[src/rtl/mre_pkg.sv]
// mre_pkg: shared types, character codes and decimal helpers of the mouse report encoder
// no dependencies; imported by every module of the block

package mre_pkg;

   // configuration register indexes
   localparam logic CSR_TRACKING_MODE = 1'b0;
   localparam logic CSR_EXT_ENCODING  = 1'b1;

   // tracking modes
   localparam logic [2:0] MODE_PRESS_ONLY    = 3'd1;
   localparam logic [2:0] MODE_PRESS_RELEASE = 3'd2;
   localparam logic [2:0] MODE_BUTTON_MOTION = 3'd3;
   localparam logic [2:0] MODE_ANY_MOTION    = 3'd4;

   // event kinds
   localparam logic [2:0] KIND_PRESS      = 3'd0;
   localparam logic [2:0] KIND_RELEASE    = 3'd1;
   localparam logic [2:0] KIND_MOTION     = 3'd2;
   localparam logic [2:0] KIND_WHEEL_UP   = 3'd3;
   localparam logic [2:0] KIND_WHEEL_DOWN = 3'd4;

   localparam logic [1:0] BUTTON_NONE = 2'd3;

   // button byte pieces
   localparam logic [6:0] CB_WHEEL_UP   = 7'd64;
   localparam logic [6:0] CB_WHEEL_DOWN = 7'd65;
   localparam logic [6:0] CB_MOTION     = 7'd32;
   localparam logic [6:0] CB_LEG_REL    = 7'd3;
   localparam logic [6:0] CB_SHIFT      = 7'd4;
   localparam logic [6:0] CB_ALT        = 7'd8;
   localparam logic [6:0] CB_CTRL       = 7'd16;

   // legacy coordinate handling
   localparam logic [7:0]  LEG_BIAS      = 8'd32;
   localparam logic [15:0] LEG_COORD_MAX = 16'd223;

   // sequence characters
   localparam logic [7:0] CH_ESC     = 8'h1B;
   localparam logic [7:0] CH_BRACKET = 8'h5B;
   localparam logic [7:0] CH_LT      = 8'h3C;
   localparam logic [7:0] CH_SEMI    = 8'h3B;
   localparam logic [7:0] CH_UPPER_M = 8'h4D;
   localparam logic [7:0] CH_LOWER_M = 8'h6D;
   localparam logic [7:0] CH_ZERO    = 8'h30;

   // sgr length is the fixed bytes plus one digit per number plus the extra digits
   localparam logic [4:0]  SGR_BASE_LEN  = 5'd9;

   typedef logic [2:0] pow_type;

   typedef struct packed {
      logic [2:0]         kind;
      logic [1:0]         button;
      logic signed [15:0] column;
      logic signed [15:0] line;
      logic               shift_held;
      logic               alt_held;
      logic               ctrl_held;
   } event_type;

   // decoded transaction handed to the serializer
   typedef struct packed {
      logic        drop;
      logic        sgr;
      logic        release_evt;
      logic [6:0]  cb;
      logic [15:0] cx;
      logic [15:0] cy;
      pow_type     cb_pow;
      pow_type     cx_pow;
      pow_type     cy_pow;
      logic [7:0]  leg_cb;
      logic [7:0]  leg_cx;
      logic [7:0]  leg_cy;
   } job_type;

   typedef enum logic [1:0] {
      NUM_CB,
      NUM_CX,
      NUM_CY
   } num_sel_type;

   typedef enum logic [3:0] {
      ST_IDLE,
      ST_ESC,
      ST_CSI,
      ST_LT,
      ST_M,
      ST_LEG_CB,
      ST_LEG_CX,
      ST_LEG_CY,
      ST_DIGIT,
      ST_SEMI,
      ST_FINAL
   } ser_state_type;

   // power of ten by digit position
   function automatic logic [16:0] pow10(pow_type p);
      logic [16:0] r;
      unique case (p)
         3'd0:    r = 17'd1;
         3'd1:    r = 17'd10;
         3'd2:    r = 17'd100;
         3'd3:    r = 17'd1000;
         3'd4:    r = 17'd10000;
         default: r = 17'd0;
      endcase
      return r;
   endfunction

   // k times the power of ten at position p
   function automatic logic [16:0] digit_weight(pow_type p, logic [3:0] k);
      logic [20:0] w;
      w = 21'(pow10(p)) * 21'(k);
      return w[16:0];
   endfunction

   // position of the leading decimal digit
   function automatic pow_type lead_pow(logic [15:0] v);
      pow_type p;
      priority if (v >= 16'd10000) p = 3'd4;
      else if (v >= 16'd1000) p = 3'd3;
      else if (v >= 16'd100) p = 3'd2;
      else if (v >= 16'd10) p = 3'd1;
      else p = 3'd0;
      return p;
   endfunction

endpackage

[src/rtl/mre_event_decode.sv]
// mre_event_decode: filters one pointer event by mode, builds button byte and coordinates
// depends on mre_pkg

module mre_event_decode #(
   parameter int MAX_SEQ = 32
) (
   input  mre_pkg::event_type evt,
   input  logic [2:0]         tracking_mode,
   input  logic               extended_encoding,
   output mre_pkg::job_type   job
);
   import mre_pkg::*;

   logic        reported;
   logic [6:0]  cb_base;
   logic [6:0]  cb;
   logic [15:0] cx;
   logic [15:0] cy;
   logic [4:0]  seq_len;

   // which events the mode reports
   always_comb begin
      reported = 1'b0;
      if (tracking_mode >= MODE_PRESS_ONLY && tracking_mode <= MODE_ANY_MOTION) begin
         unique case (evt.kind)
            KIND_PRESS, KIND_WHEEL_UP, KIND_WHEEL_DOWN: reported = 1'b1;
            KIND_RELEASE: reported = (tracking_mode != MODE_PRESS_ONLY);
            KIND_MOTION: begin
               reported = (tracking_mode == MODE_ANY_MOTION) ||
                          (tracking_mode == MODE_BUTTON_MOTION && evt.button != BUTTON_NONE);
            end
            default: reported = 1'b0;
         endcase
      end
   end

   // button byte
   always_comb begin
      unique case (evt.kind)
         KIND_WHEEL_UP:   cb_base = CB_WHEEL_UP;
         KIND_WHEEL_DOWN: cb_base = CB_WHEEL_DOWN;
         KIND_MOTION:     cb_base = CB_MOTION + 7'(evt.button);
         KIND_RELEASE:    cb_base = extended_encoding ? 7'(evt.button) : CB_LEG_REL;
         default:         cb_base = 7'(evt.button);
      endcase
      cb = cb_base + (evt.shift_held ? CB_SHIFT : 7'd0) + (evt.alt_held ? CB_ALT : 7'd0)
           + (evt.ctrl_held ? CB_CTRL : 7'd0);
   end

   // one-based coordinates, negatives clamped to zero first
   assign cx = evt.column[15] ? 16'd1 : 16'(evt.column) + 16'd1;
   assign cy = evt.line[15] ? 16'd1 : 16'(evt.line) + 16'd1;

   // sgr length check and transaction fields
   always_comb begin
      job.sgr         = extended_encoding;
      job.release_evt = (evt.kind == KIND_RELEASE);
      job.cb          = cb;
      job.cx          = cx;
      job.cy          = cy;
      job.cb_pow      = lead_pow({9'd0, cb});
      job.cx_pow      = lead_pow(cx);
      job.cy_pow      = lead_pow(cy);
      job.leg_cb      = LEG_BIAS + {1'b0, cb};
      job.leg_cx      = (cx > LEG_COORD_MAX) ? (LEG_BIAS + LEG_COORD_MAX[7:0]) :
                                               (LEG_BIAS + cx[7:0]);
      job.leg_cy      = (cy > LEG_COORD_MAX) ? (LEG_BIAS + LEG_COORD_MAX[7:0]) :
                                               (LEG_BIAS + cy[7:0]);
      seq_len         = SGR_BASE_LEN + 5'(job.cb_pow) + 5'(job.cx_pow) + 5'(job.cy_pow);
      job.drop        = !reported || (extended_encoding && int'(seq_len) >= MAX_SEQ);
   end

endmodule

[src/rtl/mre_byte_serializer.sv]
// mre_byte_serializer: streams a decoded report one byte per cycle unless stalled,
// decimal digits extracted one per cycle; holds result register. depends on mre_pkg

module mre_byte_serializer (
   input  logic             clock,
   input  logic             reset,
   input  mre_pkg::job_type job,
   input  logic             load,
   output logic             can_load,
   output logic             rsp_valid,
   input  logic             rsp_ready,
   output logic [7:0]       rsp_seq_byte,
   output logic             rsp_seq_last
);
   import mre_pkg::*;

   ser_state_type state_ff, state_in;
   job_type       job_ff;
   logic [15:0]   num_ff, num_in;
   pow_type       pow_ff, pow_in;
   num_sel_type   sel_ff, sel_in;
   logic          rsp_valid_ff;
   logic [7:0]    rsp_byte_ff;
   logic          rsp_last_ff;

   logic          out_free;
   logic          adv;
   logic [7:0]    cur_byte;
   logic          cur_last;
   logic [3:0]    digit;
   logic [16:0]   rem;

   assign out_free = !rsp_valid_ff || rsp_ready;
   assign adv      = (state_ff != ST_IDLE) && out_free;
   assign can_load = (state_ff == ST_IDLE) || (adv && cur_last);

   // current decimal digit by parallel compares against its weights
   always_comb begin
      digit = 4'd0;
      for (int k = 1; k < 10; k++) begin
         if ({1'b0, num_ff} >= digit_weight(pow_ff, 4'(k))) digit = 4'(k);
      end
      rem = {1'b0, num_ff} - digit_weight(pow_ff, digit);
   end

   // next state
   always_comb begin
      state_in = state_ff;
      if (load) begin
         state_in = ST_ESC;
      end else if (adv) begin
         unique case (state_ff)
            ST_ESC:    state_in = ST_CSI;
            ST_CSI:    state_in = job_ff.sgr ? ST_LT : ST_M;
            ST_LT:     state_in = ST_DIGIT;
            ST_M:      state_in = ST_LEG_CB;
            ST_LEG_CB: state_in = ST_LEG_CX;
            ST_LEG_CX: state_in = ST_LEG_CY;
            ST_LEG_CY: state_in = ST_IDLE;
            ST_DIGIT: begin
               if (pow_ff == 3'd0) state_in = (sel_ff == NUM_CY) ? ST_FINAL : ST_SEMI;
               else state_in = ST_DIGIT;
            end
            ST_SEMI:   state_in = ST_DIGIT;
            ST_FINAL:  state_in = ST_IDLE;
            default:   state_in = ST_IDLE;
         endcase
      end
   end

   // byte and last flag of the current state
   always_comb begin
      cur_byte = CH_ESC;
      cur_last = 1'b0;
      unique case (state_ff)
         ST_ESC:    cur_byte = CH_ESC;
         ST_CSI:    cur_byte = CH_BRACKET;
         ST_LT:     cur_byte = CH_LT;
         ST_M:      cur_byte = CH_UPPER_M;
         ST_LEG_CB: cur_byte = job_ff.leg_cb;
         ST_LEG_CX: cur_byte = job_ff.leg_cx;
         ST_LEG_CY: begin
            cur_byte = job_ff.leg_cy;
            cur_last = 1'b1;
         end
         ST_DIGIT:  cur_byte = CH_ZERO + {4'd0, digit};
         ST_SEMI:   cur_byte = CH_SEMI;
         ST_FINAL: begin
            cur_byte = job_ff.release_evt ? CH_LOWER_M : CH_UPPER_M;
            cur_last = 1'b1;
         end
         default:   cur_byte = CH_ESC;
      endcase
   end

   // number walker: loads each number and steps down its digit positions
   always_comb begin
      num_in = num_ff;
      pow_in = pow_ff;
      sel_in = sel_ff;
      if (adv) begin
         unique case (state_ff)
            ST_LT: begin
               num_in = {9'd0, job_ff.cb};
               pow_in = job_ff.cb_pow;
               sel_in = NUM_CB;
            end
            ST_DIGIT: begin
               num_in = rem[15:0];
               pow_in = (pow_ff == 3'd0) ? pow_ff : pow_ff - 3'd1;
            end
            ST_SEMI: begin
               if (sel_ff == NUM_CB) begin
                  num_in = job_ff.cx;
                  pow_in = job_ff.cx_pow;
                  sel_in = NUM_CX;
               end else begin
                  num_in = job_ff.cy;
                  pow_in = job_ff.cy_pow;
                  sel_in = NUM_CY;
               end
            end
            default: begin
               num_in = num_ff;
            end
         endcase
      end
   end

   // control registers
   always_ff @(posedge clock) begin
      if (reset) begin
         state_ff     <= ST_IDLE;
         rsp_valid_ff <= 1'b0;
      end else begin
         state_ff <= state_in;
         if (adv) rsp_valid_ff <= 1'b1;
         else if (rsp_ready) rsp_valid_ff <= 1'b0;
      end
   end

   // payload registers
   always_ff @(posedge clock) begin
      if (load) job_ff <= job;
      num_ff <= num_in;
      pow_ff <= pow_in;
      sel_ff <= sel_in;
      if (adv) begin
         rsp_byte_ff <= cur_byte;
         rsp_last_ff <= cur_last;
      end
   end

   assign rsp_valid    = rsp_valid_ff;
   assign rsp_seq_byte = rsp_byte_ff;
   assign rsp_seq_last = rsp_last_ff;

   // a new transaction only enters an idle or finishing serializer
   a_load_when_free: assert property (@(posedge clock) disable iff (reset)
      load |-> (state_ff == ST_IDLE || (adv && cur_last)))
      else $error("serializer loaded while busy");

   // every report starts with the escape byte
   a_esc_first: assert property (@(posedge clock) disable iff (reset)
      (adv && state_ff == ST_ESC) |=> (rsp_valid && rsp_seq_byte == CH_ESC && !rsp_seq_last))
      else $error("report did not start with escape");

   // the units digit leaves a remainder below ten
   a_units_digit: assert property (@(posedge clock) disable iff (reset)
      (state_ff == ST_DIGIT && pow_ff == 3'd0) |-> (num_ff <= 16'd9))
      else $error("decimal remainder out of range");

   // digit positions never exceed five digits
   a_pow_range: assert property (@(posedge clock) disable iff (reset)
      (state_ff == ST_DIGIT) |-> (pow_ff <= 3'd4))
      else $error("digit position out of range");

endmodule

[src/rtl/mouse_report_encoder.sv]
// mouse_report_encoder: top level, input register, configuration registers and the serializer
// depends on mre_pkg, mre_event_decode and mre_byte_serializer

// Encodes one pointer event per req_ transaction into a terminal mouse report, streamed one
// byte per rsp_ transaction with rsp_seq_last on the final byte. Legacy encoding gives six
// bytes; SGR encoding gives 9 to 18 bytes (six fixed bytes plus the decimal digits of the
// button byte and both coordinates). An event occupies the byte serializer until it has
// emitted its last byte; the next event is decoded in the input register while the current
// one streams, and an event that the tracking mode filters out, or an SGR report of MAX_SEQ
// bytes or more, is discarded with no output. Configuration is written through csr_wr_en,
// csr_index and csr_wr_data; the user must write it only while no transaction is in flight,
// as the block itself does not enforce this.

module mouse_report_encoder #(
   parameter int MAX_SEQ = 32
) (
   input  logic               clock,
   input  logic               reset,
   input  logic               req_valid,
   output logic               req_ready,
   input  logic [2:0]         req_kind,
   input  logic [1:0]         req_button,
   input  logic signed [15:0] req_column,
   input  logic signed [15:0] req_line,
   input  logic               req_shift_held,
   input  logic               req_alt_held,
   input  logic               req_ctrl_held,
   output logic               rsp_valid,
   input  logic               rsp_ready,
   output logic [7:0]         rsp_seq_byte,
   output logic               rsp_seq_last,
   input  logic               csr_wr_en,
   input  logic               csr_index,
   input  logic [2:0]         csr_wr_data
);
   import mre_pkg::*;

   logic [2:0] tracking_mode_ff;
   logic       ext_encoding_ff;
   logic       evt_valid_ff;
   event_type  evt_ff;
   job_type    job;
   logic       can_load;
   logic       load;
   logic       evt_take;

   // configuration registers
   always_ff @(posedge clock) begin
      if (reset) begin
         tracking_mode_ff <= 3'd0;
         ext_encoding_ff  <= 1'b0;
      end else if (csr_wr_en) begin
         unique case (csr_index)
            CSR_TRACKING_MODE: tracking_mode_ff <= csr_wr_data;
            CSR_EXT_ENCODING:  ext_encoding_ff  <= csr_wr_data[0];
            default:           ext_encoding_ff  <= ext_encoding_ff;
         endcase
      end
   end

   // input register hand-off
   assign load      = evt_valid_ff && !job.drop && can_load;
   assign evt_take  = evt_valid_ff && (job.drop || can_load);
   assign req_ready = !evt_valid_ff || evt_take;

   always_ff @(posedge clock) begin
      if (reset) begin
         evt_valid_ff <= 1'b0;
      end else if (req_ready) begin
         evt_valid_ff <= req_valid;
      end
   end

   always_ff @(posedge clock) begin
      if (req_valid && req_ready) begin
         evt_ff.kind       <= req_kind;
         evt_ff.button     <= req_button;
         evt_ff.column     <= req_column;
         evt_ff.line       <= req_line;
         evt_ff.shift_held <= req_shift_held;
         evt_ff.alt_held   <= req_alt_held;
         evt_ff.ctrl_held  <= req_ctrl_held;
      end
   end

   // event filter and field build
   mre_event_decode #(
      .MAX_SEQ(MAX_SEQ)
   ) u_decode (
      .evt              (evt_ff),
      .tracking_mode    (tracking_mode_ff),
      .extended_encoding(ext_encoding_ff),
      .job              (job)
   );

   // byte stream
   mre_byte_serializer u_serializer (
      .clock       (clock),
      .reset       (reset),
      .job         (job),
      .load        (load),
      .can_load    (can_load),
      .rsp_valid   (rsp_valid),
      .rsp_ready   (rsp_ready),
      .rsp_seq_byte(rsp_seq_byte),
      .rsp_seq_last(rsp_seq_last)
   );

endmodule

[config.mk]
export PLATFORM = sky130hd
export DESIGN_NAME = mouse_report_encoder
export DESIGN_NICKNAME = d
export VERILOG_FILES = /design/src/rtl/mre_pkg.sv /design/src/rtl/mre_event_decode.sv /design/src/rtl/mre_byte_serializer.sv /design/src/rtl/mouse_report_encoder.sv
export SDC_FILE = /design/constraint.sdc
export NUM_CORES = 1
export LEC_CHECK = 0
export ABC_AREA = 1
export BUFFER_PORTS_ARGS = -buffer_cell sky130_fd_sc_hd__buf_2
export CORE_MARGIN = 5
export CORE_UTILIZATION = 65
export CTS_BUF_LIST = sky130_fd_sc_hd__clkbuf_4
export CTS_CLUSTER_DIAMETER = 80
export DETAILED_ROUTE_END_ITERATION = 8
export PLACE_DENSITY = 0.86
export SLEW_MARGIN = 20
export SYNTH_ARGS = -nofsm -noshare
export SYNTH_HDL_FRONTEND = slang
export SYNTH_SLANG_ARGS = --single-unit
export TNS_END_PERCENT = 30
[constraint.sdc]
create_clock -name clock -period 10.1 [get_ports clock]
set_input_delay 1.01 -clock clock [delete_from_list [all_inputs] [get_ports clock]]
set_output_delay 1.01 -clock clock [all_outputs]
set_load 0.01 [all_outputs]
==> flow_metrics.py <==
metrics = {
    "sta": {
        "fmax_ghz": 0.110,
        "fin_worst_skew_ns": 0.0237,
        "setup_viol": 0,
        "tightest_slew_ns": 1.08,
        "relSlewSlack": 0.276,
        "layout_worst_path_cycle_share": 0.900,
        "finalHoldViolations": 0,
        "slew_viol_final": 0,
        "setup_slack_ns": 1.01,
        "rsz0062_at_grt": "false",
        "tns_ns": 0,
        "finalCriticalPeriod_ns": 9.09,
    },
    "clock_tree": {
        "clk_pin_slew_ns": 0.14,
        "post_cts_resized": 0,
        "cts_tree": "done",
        "cts_setup_buffers": 0,
        "cts_hold_buf": 0,
        "clk_latency_ns": 0.56,
        "cts_buffer_depth": 2,
        "cts_inserted_buffers": 17,
        "root_buffer": "clkbuf_4",
        "cts_sinks": 148,
        "htree_levels": 4,
    },
    "logic_synthesis": {
        "synth.distinct_cells": 58,
        "synth-seq-cells": 148,
        "avgSynthCellArea_um2": 8.21,
        "synth.top_cells.by_count": "318 x nand2_1, 267 x inv_1, 171 x ha_1, 155 x nor2_1, 138 x edfxtp_1",
        "ys_warn_count": 0,
        "synth_compound_area_frac": 0.106,
        "syn_inst": 1603,
        "yosys.area_share.adder": 0.225,
        "synth-edff-count": 138,
        "netlist_area_um2": 13200,
        "yosys-top-cells-area": "edfxtp_1 31%, ha_1 16%, nand2_1 9.1%",
        "ys.flop_type": "edfxtp_1",
        "synth-async-reset-ratio": 0,
        "yosysSeqAreaShare": 0.330,
        "synth-simple-area-share": 0.233,
        "yosysMostFrequentCell": "nand2_1",
        "synth_top_family_by_area": "simple AND/OR/NAND/NOR gates",
        "synth.top_cell.area_share": 0.315,
        "synth_area_leader_cell": "edfxtp_1",
        "synth_xor_area_frac": 0.0220,
        "synthMuxAreaShare": 0,
    },
    "floorplan": {
        "die_x_um": 152,
        "core_area_um2": 20100,
        "pin_count": 60,
        "rows": 52,
        "initial_core_util": 0.655,
        "die_area_um2": 23200,
        "die_h_um": 152,
    },
    "global_routing": {
        "grt_pass1_vias": 11200,
        "grt_first_pass_wirelength_um": 54800,
        "grt_usage": 0.289,
        "grt-ovfl-total": 0,
        "antenna_found_initial": 1,
        "grt_max_degree": 70,
    },
    "worst_setup_path": {
        "cp-start-kind": "flip-flop",
        "crit_fanout": 9,
        "arrival_ns": 9.42,
        "worst_ep_required_time_ns": 10.43,
        "r2r_start": "u_serializer.pow_ff[1]",
        "critPathMaxStageDelay_ns": 0.57,
        "cp_slowest_cell": "fa_1",
        "r2r_end": "u_serializer.num_ff[14]",
        "ff2ff_setup_slack_ns": 1.01,
        "endpoint_kind": "flip-flop",
        "crit_path_start": "u_serializer.pow_ff[1]",
        "crit_type": "reg2reg",
        "worstRegToRegCells": 45,
        "endpoint": "u_serializer.num_ff[14]",
    },
    "power_and_ir_drop": {
        "p_int_uw": 855,
        "swShare": 0.263,
        "switchingPower_uw": 305,
        "power_frac_seq": 0.604,
        "power_density_nw_per_um2": 82.1,
        "max-vdd-ir-drop_mv": 0.119,
        "pwr-share-comb": 0.071,
        "p_leak_nw": 6.69,
        "clockPowerShare": 0.324,
    },
    "hold_path": {
        "worstHoldPathType": "reg2reg",
    },
    "placement": {
        "placed_area_um2": 13800,
        "pre_cts_slack_ns": 1.13,
        "port_buffers": 59,
        "gp_congestion": 1.03,
        "hpwl_um": 26900,
    },
    "routing": {
        "post-route-drc-count": 0,
        "drtPass1Iterations": 6,
        "via_per_inst": 5.81,
        "vias": 11400,
        "routed_wl_um": 33600,
        "wl_per_cell_um": 17.1,
        "ant_nets": 0,
        "drt_iter0_drc": 959,
    },
    "outcome": {
        "outcome": "complete, no violations",
    },
    "cells_and_area": {
        "final_nets": 1942,
        "drive_above_1_share": 0.0956,
        "stdcell_area_um2": 14100,
        "area_growth_pct": 7.36,
    },
    "flow_run": {
        "max-cap-violations": 0,
    },
}
layout make-up:
type                            count  area, µm²
Multi-Input combinational cell   1167       7740
Timing Repair Buffer               68        363
Tap cell                          270        338
Clock buffer                       18        135
Fill cell                        1546       5970
Antenna cell                        1       2.50
Inverter                          279       1050
Clock inverter                     14        161
Sequential cell                   148       4340
layer usage:
layer | share of wire | global-route usage
met1 | 0.38 | 0.338
met3 | 0.060 | 0.0389
met5 | 0 | 0
met4 | 0.059 | 0.165
met2 | 0.50 | 0.512
cells in the final DEF (no fill, tap or decap), drive strengths merged, types with 3 or more instances in the layout:
cell type | synthesis | final
a221oi | 3 | 3
ha | 171 | 171
nand2 | 326 | 326
o21ai | 59 | 59
a21oi | 114 | 114
edfxtp | 138 | 138
clkinv | 1 | 3
or2 | 8 | 8
fa | 41 | 41
a21o | 5 | 5
nor2 | 168 | 168
a22oi | 17 | 17
nand3b | 6 | 6
o211ai | 11 | 11
xor2 | 20 | 20
dfxtp | 10 | 10
buf | 5 | 68
nand4 | 39 | 39
inv | 278 | 288
o21bai | 4 | 4
clkbuf | 5 | 18
nand3 | 99 | 99
nor4 | 9 | 9
nor3 | 27 | 27
xnor2 | 13 | 13
a31oi | 5 | 5
logic make-up after synthesis:
group                      count (synthesis)
and+or+nand+nor                          683
buffers and inverters                    289
AOI/OAI and AO/OA                        237
adders and majority gates                212
DFF                                      148
xor gates and xnor gates                  33
other                                      1
worst min-delay path by stage:
stage / slack [ns] / from / cells after the start / to
after floorplan: 0.41 / ext_encoding_ff / 0 / u_serializer.job_ff[73]
after global placement: 0.41 / ext_encoding_ff / 0 / u_serializer.job_ff[73]
after detailed placement: 0.42 / ext_encoding_ff / 0 / u_serializer.job_ff[73]
after CTS: 0.46 / ext_encoding_ff / 0 / u_serializer.job_ff[73]
after global routing: 0.48 / ext_encoding_ff / 0 / u_serializer.job_ff[73]
final: 0.45 / ext_encoding_ff / 0 / u_serializer.job_ff[73]
flip-flops by register name (all words and copies together) (netlist names), 2 cells and up:
name,count
u_serializer.job_ff,68
u_serializer.sel_ff,2
u_serializer.rsp_seq_byte,8
u_serializer.state_ff,4
u_serializer.num_ff,16
tracking_mode_ff,3
u_serializer.pow_ff,3
evt_ff,40
worst max-delay path, delay by kind of cell, from the launching register on:
kind	cells	cell delay (ns)
adder cells (fa/ha/maj)	8	3.35
AND/OR/NAND/NOR	17	2.18
AO/OA/AOI/OAI	11	1.42
buffers and inverters	8	1.26
flip-flops	1	0.44
XOR/XNOR	1	0.19
per-stage QoR:
stage	util	hold WS [ns]	total power [mW]	instances
finish	0.703	0.453	1.16	1965
global route	0.703	0.481	1.21	1965
CTS	0.703	0.457	1.17	1964
detailed placement	0.688	0.423	0.796	1932
global placement	0.688	0.415	0.792	1932
floorplan	-	0.408	0.768	1604
power by group through the flow:
| stage | Clock [mW] | Combinational (mW) | Sequential [mW] |
|---|---|---|---|
| 2_1_floorplan | 0 | 0.0568 | 0.711 |
| 3_3_place_gp | 0 | 0.0784 | 0.714 |
| 6_report | 0.376 | 0.0827 | 0.701 |
| 5_1_grt | 0.416 | 0.0935 | 0.703 |
| 3_5_place_dp | 0 | 0.0814 | 0.715 |
| 4_1_cts | 0.385 | 0.0821 | 0.701 |
(Power assumes the default switching activity.)
